[config.mk]
export PLATFORM = sky130hd
export DESIGN_NAME = terminal_key_decoder_cursor_core
export DESIGN_NICKNAME = d
export VERILOG_FILES = /design/src/rtl/tkd_pkg.sv /design/src/rtl/tkd_decode.sv /design/src/rtl/tkd_cursor.sv /design/src/rtl/terminal_key_decoder_cursor_core.sv
export SDC_FILE = /design/constraint.sdc
export NUM_CORES = 1
export LEC_CHECK = 0
export CAP_MARGIN = 25
export CORE_MARGIN = 2
export CORE_UTILIZATION = 41
export DETAILED_ROUTE_END_ITERATION = 16
export DONT_BUFFER_PORTS = 1
export HOLD_SLACK_MARGIN = 0.06
export PLACE_DENSITY = 0.62
export SLEW_MARGIN = 0
export SYNTH_ARGS = -nofsm -noshare
export SYNTH_HDL_FRONTEND = slang
export SYNTH_SLANG_ARGS = --single-unit
[constraint.sdc]
create_clock -name clk -period 9.3 [get_ports clk]
set_clock_uncertainty 0.05 [all_clocks]
set_input_delay 0.93 -clock clk [delete_from_list [all_inputs] [get_ports clk]]
set_output_delay 0.93 -clock clk [all_outputs]
set_load 0.02 [all_outputs]
[src/rtl/tkd_pkg.sv]
`default_nettype none
// ----------------------------------------------------------------------------
// tkd_pkg
// Shared constants and types for the terminal key decoder with cursor.
// ----------------------------------------------------------------------------
package tkd_pkg;

  localparam int COORD_BITS_DEF = 12;
  localparam int DIM_BITS       = 12;
  localparam int KEY_BITS       = 9;

  localparam logic [DIM_BITS-1:0] ROWS_RESET = 12'd24;
  localparam logic [DIM_BITS-1:0] COLS_RESET = 12'd80;

  // register indexes
  localparam logic CFG_ROWS = 1'b0;
  localparam logic CFG_COLS = 1'b1;

  // input command codes
  localparam logic CMD_BYTE    = 1'b0;
  localparam logic CMD_TIMEOUT = 1'b1;

  // bytes
  localparam logic [7:0] CH_ESC    = 8'h1b;
  localparam logic [7:0] CH_LBRACK = 8'h5b;
  localparam logic [7:0] CH_O      = 8'h4f;
  localparam logic [7:0] CH_TILDE  = 8'h7e;
  localparam logic [7:0] CH_A      = 8'h41;
  localparam logic [7:0] CH_B      = 8'h42;
  localparam logic [7:0] CH_C      = 8'h43;
  localparam logic [7:0] CH_D      = 8'h44;
  localparam logic [7:0] CH_H      = 8'h48;
  localparam logic [7:0] CH_F      = 8'h46;
  localparam logic [7:0] CH_0      = 8'h30;
  localparam logic [7:0] CH_1      = 8'h31;
  localparam logic [7:0] CH_3      = 8'h33;
  localparam logic [7:0] CH_4      = 8'h34;
  localparam logic [7:0] CH_5      = 8'h35;
  localparam logic [7:0] CH_6      = 8'h36;
  localparam logic [7:0] CH_7      = 8'h37;
  localparam logic [7:0] CH_8      = 8'h38;
  localparam logic [7:0] CH_9      = 8'h39;

  // key codes
  localparam logic [KEY_BITS-1:0] KEY_ESC    = 9'd27;
  localparam logic [KEY_BITS-1:0] KEY_LEFT   = 9'h068; // h
  localparam logic [KEY_BITS-1:0] KEY_DOWN   = 9'h06a; // j
  localparam logic [KEY_BITS-1:0] KEY_UP     = 9'h06b; // k
  localparam logic [KEY_BITS-1:0] KEY_RIGHT  = 9'h06c; // l
  localparam logic [KEY_BITS-1:0] KEY_QUIT   = 9'h071; // q
  localparam logic [KEY_BITS-1:0] KEY_HOME   = 9'd256;
  localparam logic [KEY_BITS-1:0] KEY_END    = 9'd257;
  localparam logic [KEY_BITS-1:0] KEY_DELETE = 9'd258;
  localparam logic [KEY_BITS-1:0] KEY_PGUP   = 9'd259;
  localparam logic [KEY_BITS-1:0] KEY_PGDN   = 9'd260;

  typedef struct packed {
    logic                valid;
    logic [KEY_BITS-1:0] code;
  } key_t;

endpackage
`default_nettype wire

[src/rtl/tkd_decode.sv]
`default_nettype none
// ----------------------------------------------------------------------------
// tkd_decode
// Escape sequence parser: holds the sequence state and turns each word into
// at most one key.
// ----------------------------------------------------------------------------
module tkd_decode (
  input  wire logic          clk,
  input  wire logic          rst_n,
  input  wire logic          step,      // word in the input register is consumed
  input  wire logic          cmd,
  input  wire logic [7:0]    key_byte,
  output tkd_pkg::key_t      key
);

  localparam logic [1:0] PH_IDLE   = 2'd0;
  localparam logic [1:0] PH_ESC    = 2'd1;
  localparam logic [1:0] PH_SECOND = 2'd2;
  localparam logic [1:0] PH_TILDE  = 2'd3;

  logic [1:0] phase_r, phase_nxt;
  logic [7:0] first_r, first_nxt;
  logic [7:0] digit_r, digit_nxt;
  logic [tkd_pkg::KEY_BITS-1:0] second_key, tilde_key;
  logic is_digit;

  assign is_digit = (key_byte >= tkd_pkg::CH_0) && (key_byte <= tkd_pkg::CH_9);

  always_comb begin
    second_key = tkd_pkg::KEY_ESC;
    if (first_r == tkd_pkg::CH_LBRACK) begin
      case (key_byte)
        tkd_pkg::CH_A: second_key = tkd_pkg::KEY_UP;
        tkd_pkg::CH_B: second_key = tkd_pkg::KEY_DOWN;
        tkd_pkg::CH_C: second_key = tkd_pkg::KEY_RIGHT;
        tkd_pkg::CH_D: second_key = tkd_pkg::KEY_LEFT;
        tkd_pkg::CH_H: second_key = tkd_pkg::KEY_HOME;
        tkd_pkg::CH_F: second_key = tkd_pkg::KEY_END;
        default:       second_key = tkd_pkg::KEY_ESC;
      endcase
    end else if (first_r == tkd_pkg::CH_O) begin
      if (key_byte == tkd_pkg::CH_H) second_key = tkd_pkg::KEY_HOME;
      else if (key_byte == tkd_pkg::CH_F) second_key = tkd_pkg::KEY_END;
    end
  end

  always_comb begin
    tilde_key = tkd_pkg::KEY_ESC;
    if (key_byte == tkd_pkg::CH_TILDE) begin
      case (digit_r)
        tkd_pkg::CH_1, tkd_pkg::CH_7: tilde_key = tkd_pkg::KEY_HOME;
        tkd_pkg::CH_3:                tilde_key = tkd_pkg::KEY_DELETE;
        tkd_pkg::CH_4, tkd_pkg::CH_8: tilde_key = tkd_pkg::KEY_END;
        tkd_pkg::CH_5:                tilde_key = tkd_pkg::KEY_PGUP;
        tkd_pkg::CH_6:                tilde_key = tkd_pkg::KEY_PGDN;
        default:                      tilde_key = tkd_pkg::KEY_ESC;
      endcase
    end
  end

  always_comb begin
    phase_nxt = phase_r;
    first_nxt = first_r;
    digit_nxt = digit_r;
    key.valid = 1'b0;
    key.code  = {1'b0, key_byte};
    if (cmd == tkd_pkg::CMD_TIMEOUT) begin
      // a pending sequence is abandoned as a bare escape
      key.valid = (phase_r != PH_IDLE);
      key.code  = tkd_pkg::KEY_ESC;
      phase_nxt = PH_IDLE;
    end else begin
      case (phase_r)
        PH_IDLE: begin
          if (key_byte == tkd_pkg::CH_ESC) phase_nxt = PH_ESC;
          else key.valid = 1'b1;
        end
        PH_ESC: begin
          first_nxt = key_byte;
          phase_nxt = PH_SECOND;
        end
        PH_SECOND: begin
          if ((first_r == tkd_pkg::CH_LBRACK) && is_digit) begin
            digit_nxt = key_byte;
            phase_nxt = PH_TILDE;
          end else begin
            key.valid = 1'b1;
            key.code  = second_key;
            phase_nxt = PH_IDLE;
          end
        end
        default: begin
          key.valid = 1'b1;
          key.code  = tilde_key;
          phase_nxt = PH_IDLE;
        end
      endcase
    end
  end

  always_ff @(posedge clk) begin
    if (!rst_n) begin
      phase_r <= PH_IDLE;
      first_r <= 8'd0;
      digit_r <= 8'd0;
    end else if (step) begin
      phase_r <= phase_nxt;
      first_r <= first_nxt;
      digit_r <= digit_nxt;
    end
  end

endmodule
`default_nettype wire

[src/rtl/tkd_cursor.sv]
`default_nettype none
// ----------------------------------------------------------------------------
// tkd_cursor
// Cursor position kept inside the screen, moved by decoded keys.
// ----------------------------------------------------------------------------
module tkd_cursor #(
  parameter int COORD_BITS = tkd_pkg::COORD_BITS_DEF
) (
  input  wire logic                        clk,
  input  wire logic                        rst_n,
  input  wire logic                        step,
  input  wire tkd_pkg::key_t               key,
  input  wire logic [tkd_pkg::DIM_BITS-1:0] screen_rows,
  input  wire logic [tkd_pkg::DIM_BITS-1:0] screen_cols,
  output logic      [COORD_BITS-1:0]       cur_x_nxt,
  output logic      [COORD_BITS-1:0]       cur_y_nxt
);

  // wide enough for the screen size and for 2**COORD_BITS
  localparam int LW = ((COORD_BITS > tkd_pkg::DIM_BITS) ? COORD_BITS : tkd_pkg::DIM_BITS) + 1;
  localparam logic [LW-1:0] CAP = LW'(1) << COORD_BITS;

  logic [COORD_BITS-1:0] cur_x_r, cur_y_r;
  logic [LW-1:0] rows_w, cols_w, rlim, clim, x_inc, y_inc, end_col;

  assign rows_w  = LW'(screen_rows);
  assign cols_w  = LW'(screen_cols);
  assign rlim    = (rows_w < CAP) ? rows_w : CAP;
  assign clim    = (cols_w < CAP) ? cols_w : CAP;
  assign x_inc   = LW'(cur_x_r) + LW'(1);
  assign y_inc   = LW'(cur_y_r) + LW'(1);
  assign end_col = (clim == '0) ? '0 : clim - LW'(1);

  always_comb begin
    cur_x_nxt = cur_x_r;
    cur_y_nxt = cur_y_r;
    case (key.code)
      tkd_pkg::KEY_LEFT:  if (cur_x_r != '0) cur_x_nxt = cur_x_r - COORD_BITS'(1);
      tkd_pkg::KEY_UP:    if (cur_y_r != '0) cur_y_nxt = cur_y_r - COORD_BITS'(1);
      tkd_pkg::KEY_RIGHT: if (x_inc < clim) cur_x_nxt = x_inc[COORD_BITS-1:0];
      tkd_pkg::KEY_DOWN:  if (y_inc < rlim) cur_y_nxt = y_inc[COORD_BITS-1:0];
      tkd_pkg::KEY_HOME:  cur_x_nxt = '0;
      tkd_pkg::KEY_END:   cur_x_nxt = end_col[COORD_BITS-1:0];
      default: ;
    endcase
  end

  always_ff @(posedge clk) begin
    if (!rst_n) begin
      cur_x_r <= '0;
      cur_y_r <= '0;
    end else if (step && key.valid) begin
      cur_x_r <= cur_x_nxt;
      cur_y_r <= cur_y_nxt;
    end
  end

endmodule
`default_nettype wire

[src/rtl/terminal_key_decoder_cursor_core.sv]
`default_nettype none
// ----------------------------------------------------------------------------
// terminal_key_decoder_cursor_core
// Keyboard byte decoder for VT100 escape sequences with a bounded cursor.
// ----------------------------------------------------------------------------
// Input channel (in_valid / in_stall): one word per keyboard byte, or a
// timeout word (in_cmd = 1) when a read returned nothing.
// Result channel (out_valid / out_stall): one word per decoded key with the
// key code, the cursor after the key and the quit flag for 'q'. Bytes that
// are part of an escape sequence, and timeouts while idle, give no word.
// A word is captured in the input register, then decoded and applied to the
// cursor, and its result is loaded into the output register whenever that
// register is empty or being drained.
// Throughput: one word per cycle while the result side does not stall; the
// only loop is the parser state and cursor update.
// A stall on the result side holds the output register and the input
// register; in_stall rises only while the input register is full and blocked.
// Reset (synchronous, active low) empties both registers, sets the parser
// idle, puts the cursor at 0,0 and loads 24 rows by 80 columns.
// Configuration writes go to screen_rows (index 0) and screen_cols (index 1).
// ----------------------------------------------------------------------------
module terminal_key_decoder_cursor_core #(
  parameter int COORD_BITS = tkd_pkg::COORD_BITS_DEF
) (
  input  wire logic                         clk,
  input  wire logic                         rst_n,
  input  wire logic                         in_valid,
  output logic                              in_stall,
  input  wire logic                         in_cmd,
  input  wire logic [7:0]                   in_key_byte,
  output logic                              out_valid,
  input  wire logic                         out_stall,
  output logic      [tkd_pkg::KEY_BITS-1:0] out_key_code,
  output logic      [tkd_pkg::DIM_BITS-1:0] out_cursor_col,
  output logic      [tkd_pkg::DIM_BITS-1:0] out_cursor_row,
  output logic                              out_quit,
  input  wire logic                         cfg_wr_en,
  input  wire logic                         cfg_index,
  input  wire logic [tkd_pkg::DIM_BITS-1:0] cfg_wdata
);

  localparam int EXT = (COORD_BITS > tkd_pkg::DIM_BITS) ? COORD_BITS : tkd_pkg::DIM_BITS;

  logic [tkd_pkg::DIM_BITS-1:0] rows_r, cols_r;
  logic       s1_valid_r;
  logic       s1_cmd_r;
  logic [7:0] s1_byte_r;
  logic       advance, step;
  logic       out_valid_r;
  logic [tkd_pkg::KEY_BITS-1:0] out_key_r;
  logic [tkd_pkg::DIM_BITS-1:0] out_col_r, out_row_r;
  logic       out_quit_r;

  tkd_pkg::key_t key;
  logic [COORD_BITS-1:0] cur_x_nxt, cur_y_nxt;
  logic [EXT-1:0] x_ext, y_ext;

  assign advance  = !out_valid_r || !out_stall;
  assign step     = s1_valid_r && advance;
  assign in_stall = s1_valid_r && !advance;

  always_ff @(posedge clk) begin
    if (!rst_n) begin
      rows_r <= tkd_pkg::ROWS_RESET;
      cols_r <= tkd_pkg::COLS_RESET;
    end else if (cfg_wr_en) begin
      if (cfg_index == tkd_pkg::CFG_ROWS) rows_r <= cfg_wdata;
      else cols_r <= cfg_wdata;
    end
  end

  // input register, loads whenever it is empty or being drained
  always_ff @(posedge clk) begin
    if (!rst_n) begin
      s1_valid_r <= 1'b0;
    end else if (!in_stall) begin
      s1_valid_r <= in_valid;
    end
  end

  always_ff @(posedge clk) begin
    if (!in_stall && in_valid) begin
      s1_cmd_r  <= in_cmd;
      s1_byte_r <= in_key_byte;
    end
  end

  tkd_decode u_decode (
    .clk      (clk),
    .rst_n    (rst_n),
    .step     (step),
    .cmd      (s1_cmd_r),
    .key_byte (s1_byte_r),
    .key      (key)
  );

  tkd_cursor #(
    .COORD_BITS (COORD_BITS)
  ) u_cursor (
    .clk         (clk),
    .rst_n       (rst_n),
    .step        (step),
    .key         (key),
    .screen_rows (rows_r),
    .screen_cols (cols_r),
    .cur_x_nxt   (cur_x_nxt),
    .cur_y_nxt   (cur_y_nxt)
  );

  assign x_ext = EXT'(cur_x_nxt);
  assign y_ext = EXT'(cur_y_nxt);

  // result register
  always_ff @(posedge clk) begin
    if (!rst_n) begin
      out_valid_r <= 1'b0;
    end else if (advance) begin
      out_valid_r <= step && key.valid;
    end
  end

  always_ff @(posedge clk) begin
    if (step && key.valid) begin
      out_key_r  <= key.code;
      out_col_r  <= x_ext[tkd_pkg::DIM_BITS-1:0];
      out_row_r  <= y_ext[tkd_pkg::DIM_BITS-1:0];
      out_quit_r <= (key.code == tkd_pkg::KEY_QUIT);
    end
  end

  assign out_valid      = out_valid_r;
  assign out_key_code   = out_key_r;
  assign out_cursor_col = out_col_r;
  assign out_cursor_row = out_row_r;
  assign out_quit       = out_quit_r;

`ifndef SYNTHESIS
  a_stall_needs_word: assert property (@(posedge clk) disable iff (!rst_n)
    in_stall |-> (s1_valid_r && out_valid_r && out_stall))
    else $error("input stalled without a blocked word");

  a_quit_matches_key: assert property (@(posedge clk) disable iff (!rst_n)
    out_valid |-> (out_quit == (out_key_code == tkd_pkg::KEY_QUIT)))
    else $error("quit flag does not match key code");

  a_held_input: assert property (@(posedge clk) disable iff (!rst_n)
    (s1_valid_r && out_valid_r && out_stall) |=>
      (s1_valid_r && $stable(s1_cmd_r) && $stable(s1_byte_r)))
    else $error("input register changed while blocked");

  a_no_step_on_stall: assert property (@(posedge clk) disable iff (!rst_n)
    (out_valid_r && out_stall) |-> !step)
    else $error("decoder advanced while result stalled");
`endif

endmodule
`default_nettype wire
==> impl_metrics.csv <==
group,metric,value,unit
critical_path,start_kind,"flop",
detailed_routing,drt-total-wl,18380,um
clock_tree,holdBufCountCts,0,
final_layout,layout_commonest_cell,"nand2_1",
clock_tree,clk_latency,360,ps
sta,final.setup.tns,0,ps
synthesis,syn_inst,791,
power_and_ir_drop,pwr_density_cell,136.9,nW/um^2
synthesis,synth.net_count,845,
final_layout,postLayoutCoreUtil,0.4473,
synthesis,yosys_most_used_dff,"dfxtp_1",
floorplanning,die_h,135.0,um
floorplanning,initial_core_util,0.4214,
placement,port_buffers,0,
global_routing,grt_usage,0.2038,
detailed_routing,drc,0,
detailed_routing,detail_route.wl_per_cell,18.70,um
clock_tree,cts_buffers,9,
clock_tree,cts.clk_slew.worst_paths,80,ps
clock_tree,cts.repair.resized,0,
synthesis,synth_edf_count,43,
critical_path,timing_worst_setup_path_type,"flop to flop",
detailed_routing,drtPass1Iterations,7,
synthesis,ys_warn_count,0,
power_and_ir_drop,ir_drop,0.09612,mV
detailed_routing,ant_nets,0,
detailed_routing,drt_iter0_markers,441,
final_layout,layout_common_cells,"108 x nand2_1, 68 x dfxtp_1, 43 x edfxtp_1, 41 x nor2_1, 35 x inv_1",
clock_tree,root_buffer,"clkbuf_16",
final_layout,nFillCells,1617,
synthesis,synth_cell_type_count,84,
sta,post-route-min-period,5255,ps
final_layout,syn_to_final_growth,6.151,%
global_routing,grt_first_pass_wirelength,29440,um
clock_tree,postCtsSetupRepairBufs,0,
global_routing,grt_max_degree,70,
clock_tree,cts_tree,"done",
flow_run,drv_cap,0,
sta,worst_pin_slew,1009,ps
synthesis,async_reset_ff_frac,0,
global_routing,grt-ovfl-total,0,
global_routing,antenna_found_initial,0,
detailed_routing,routed_via_density,5.926,
synthesis,avgSynthCellArea,8.898,um^2
power_and_ir_drop,leakagePower,0.002595,uW
floorplanning,pin_count,63,
clock_tree,cts_buffer_depth,2,
detailed_routing,vias,5825,
sta,hold_viol_final,0,
final_layout,fin_cells,983,
critical_path,cp-end-kind,"flop",
sta,setup_viol,0,
synthesis,synth_seq_cells,111,
synthesis,synth_top_cell_area_share,0.1934,
clock_tree,cts.htree.levels,3,
final_layout,drive_above_1_share,0.07995,
critical_path,crit_required,9360,ps
synthesis,yosysSeqAreaShare,0.3769,
final_layout,nets,812,
synthesis,synth_largest_area_cell,"dfxtp_1",
floorplanning,core,16700,um^2
placement,hpwl,13350,um
sta,final_max_slew_viol_count,0,
sta,layout_setup_ws,4045,ps
sta,relSlewSlack,0.3239,
sta,fmax,190.3,MHz
placement,routabilityCongestion,0.9465,
synthesis,synth_area_leaders,"dfxtp_1 19%, edfxtp_1 18%, nand2_1 5.8%, ha_1 4.8%, xnor2_1 4.2%",
synthesis,syn_area,7038,um^2
sta,period_share,0.5650,
floorplanning,dieArea,18230,um^2
placement,dpl_worst_slack,4262,ps
run_status,outcome,"completed",
critical_path,cp_max_fo,8,
floorplanning,chipWidth,135.0,um
min_path,min_path_type,"flop to flop",
global_routing,grt_pass1_vias,5535,
final_layout,diodes,0,
critical_path,cp.arrival,5310,ps
power_and_ir_drop,power,1023,uW
clock_tree,cts_sinks,111,
placement,dp.cells,966,
floorplanning,num_rows,47,
sta,rsz0062_at_grt,"false",
==> stage by stage <==
stage / hold slack (ps) / area [um^2]
final: 418.7 / 7471
after CTS: 422.3 / 7457
after global routing: 443.2 / 7471
after detailed placement: 410.0 / 7151
after floorplan: 390.6 / 7038
after global placement: 398.3 / 7143
==> sequential cells by signal, indices dropped and copies added (netlist names), 2 cells and up <==
| register | flops |
|---|---|
| cols_r | 12 |
| out_cursor_col | 12 |
| out_cursor_row | 12 |
| rows_r | 12 |
| u_cursor.cur_x_r | 12 |
| u_cursor.cur_y_r | 12 |
| out_key_code | 9 |
| s1_byte_r | 8 |
| u_decode.digit_r | 8 |
| u_decode.first_r | 8 |
| u_decode.phase_r | 2 |
==> power by group <==
part,switching [uW],internal [uW]
clock network,209,194
logic,48.1,31.7
registers,21.6,518
==> worst max-delay path, stage by stage, from the launching register on <==
cell and delay (ps):
dfxtp_1 490, ha_1 250, and3_1 220, nand3_1 220
nor2_1 470, nand3_1 160, xnor2_1 160, ha_1 300
a2111oi_0 420, nand2_1 110, o32ai_1 590, nand4_1 470
a211oi_2 610, nand2_1 100, a221oi_1 310, nor2_1 90
==> cells in the mapped netlist (13+ instances only) <==
cell type,count
nand2_1,108
dfxtp_1,68
edfxtp_1,43
clkbuf_1,41
nor2_1,41
inv_1,35
o21ai_0,34
xnor2_1,34
a21boi_0,29
ha_1,27
nand3_1,26
o21a_1,21
nor2b_1,20
nand2b_1,18
nor3_1,17
xor2_1,17
a21oi_1,16
mux2i_1,13
o211ai_1,13
==> path summary, 6_finish.rpt <==
check                       from           endpoint  slack [ps]  depth (start not counted)
max reg2reg  u_cursor.cur_y_r[0]  out_cursor_row[7]        4050                         15
min reg2reg           rows_r[10]         rows_r[10]         420                          2
min                   rows_r[10]         rows_r[10]         420                          2
max          u_cursor.cur_y_r[0]  out_cursor_row[7]        4050                         15
==> area by class of cell <==
type,instances,area (um^2),share of cell area
clock buffer,9,225.2,0.03015
inverter,36,135.1,0.01809
clock inverter,7,81.33,0.01089
sequential,111,2653,0.3550
timing repair buffer,5,43.79,0.005862
tap,220,275.3,0.03684
multi-input combinational,595,4058,0.5431
==> cell families after synthesis <==
| group | count (synthesis) | synth area share |
|---|---|---|
| and+or+nand+nor | 304 | 0.2263 |
| AOI/OAI and AO/OA | 198 | 0.2162 |
| DFF | 111 | 0.3769 |
| buffers and inverters | 85 | 0.04747 |
| xor gates and xnor gates | 51 | 0.06347 |
| adders and majority gates | 27 | 0.04800 |
| muxes | 15 | 0.02169 |
==> metal layers <==
metal | up-vias | GRT usage | wire (um)
li1 | 2816 | - | -
met1 | 2801 | 0.2668 | 8168
met2 | 183 | 0.3457 | 8924
met3 | 25 | 0.03491 | 965
met4 | 0 | 0.06019 | 325
met5 | - | 0 | 0
No activity file was read; power rests on OpenSTA's default activity.
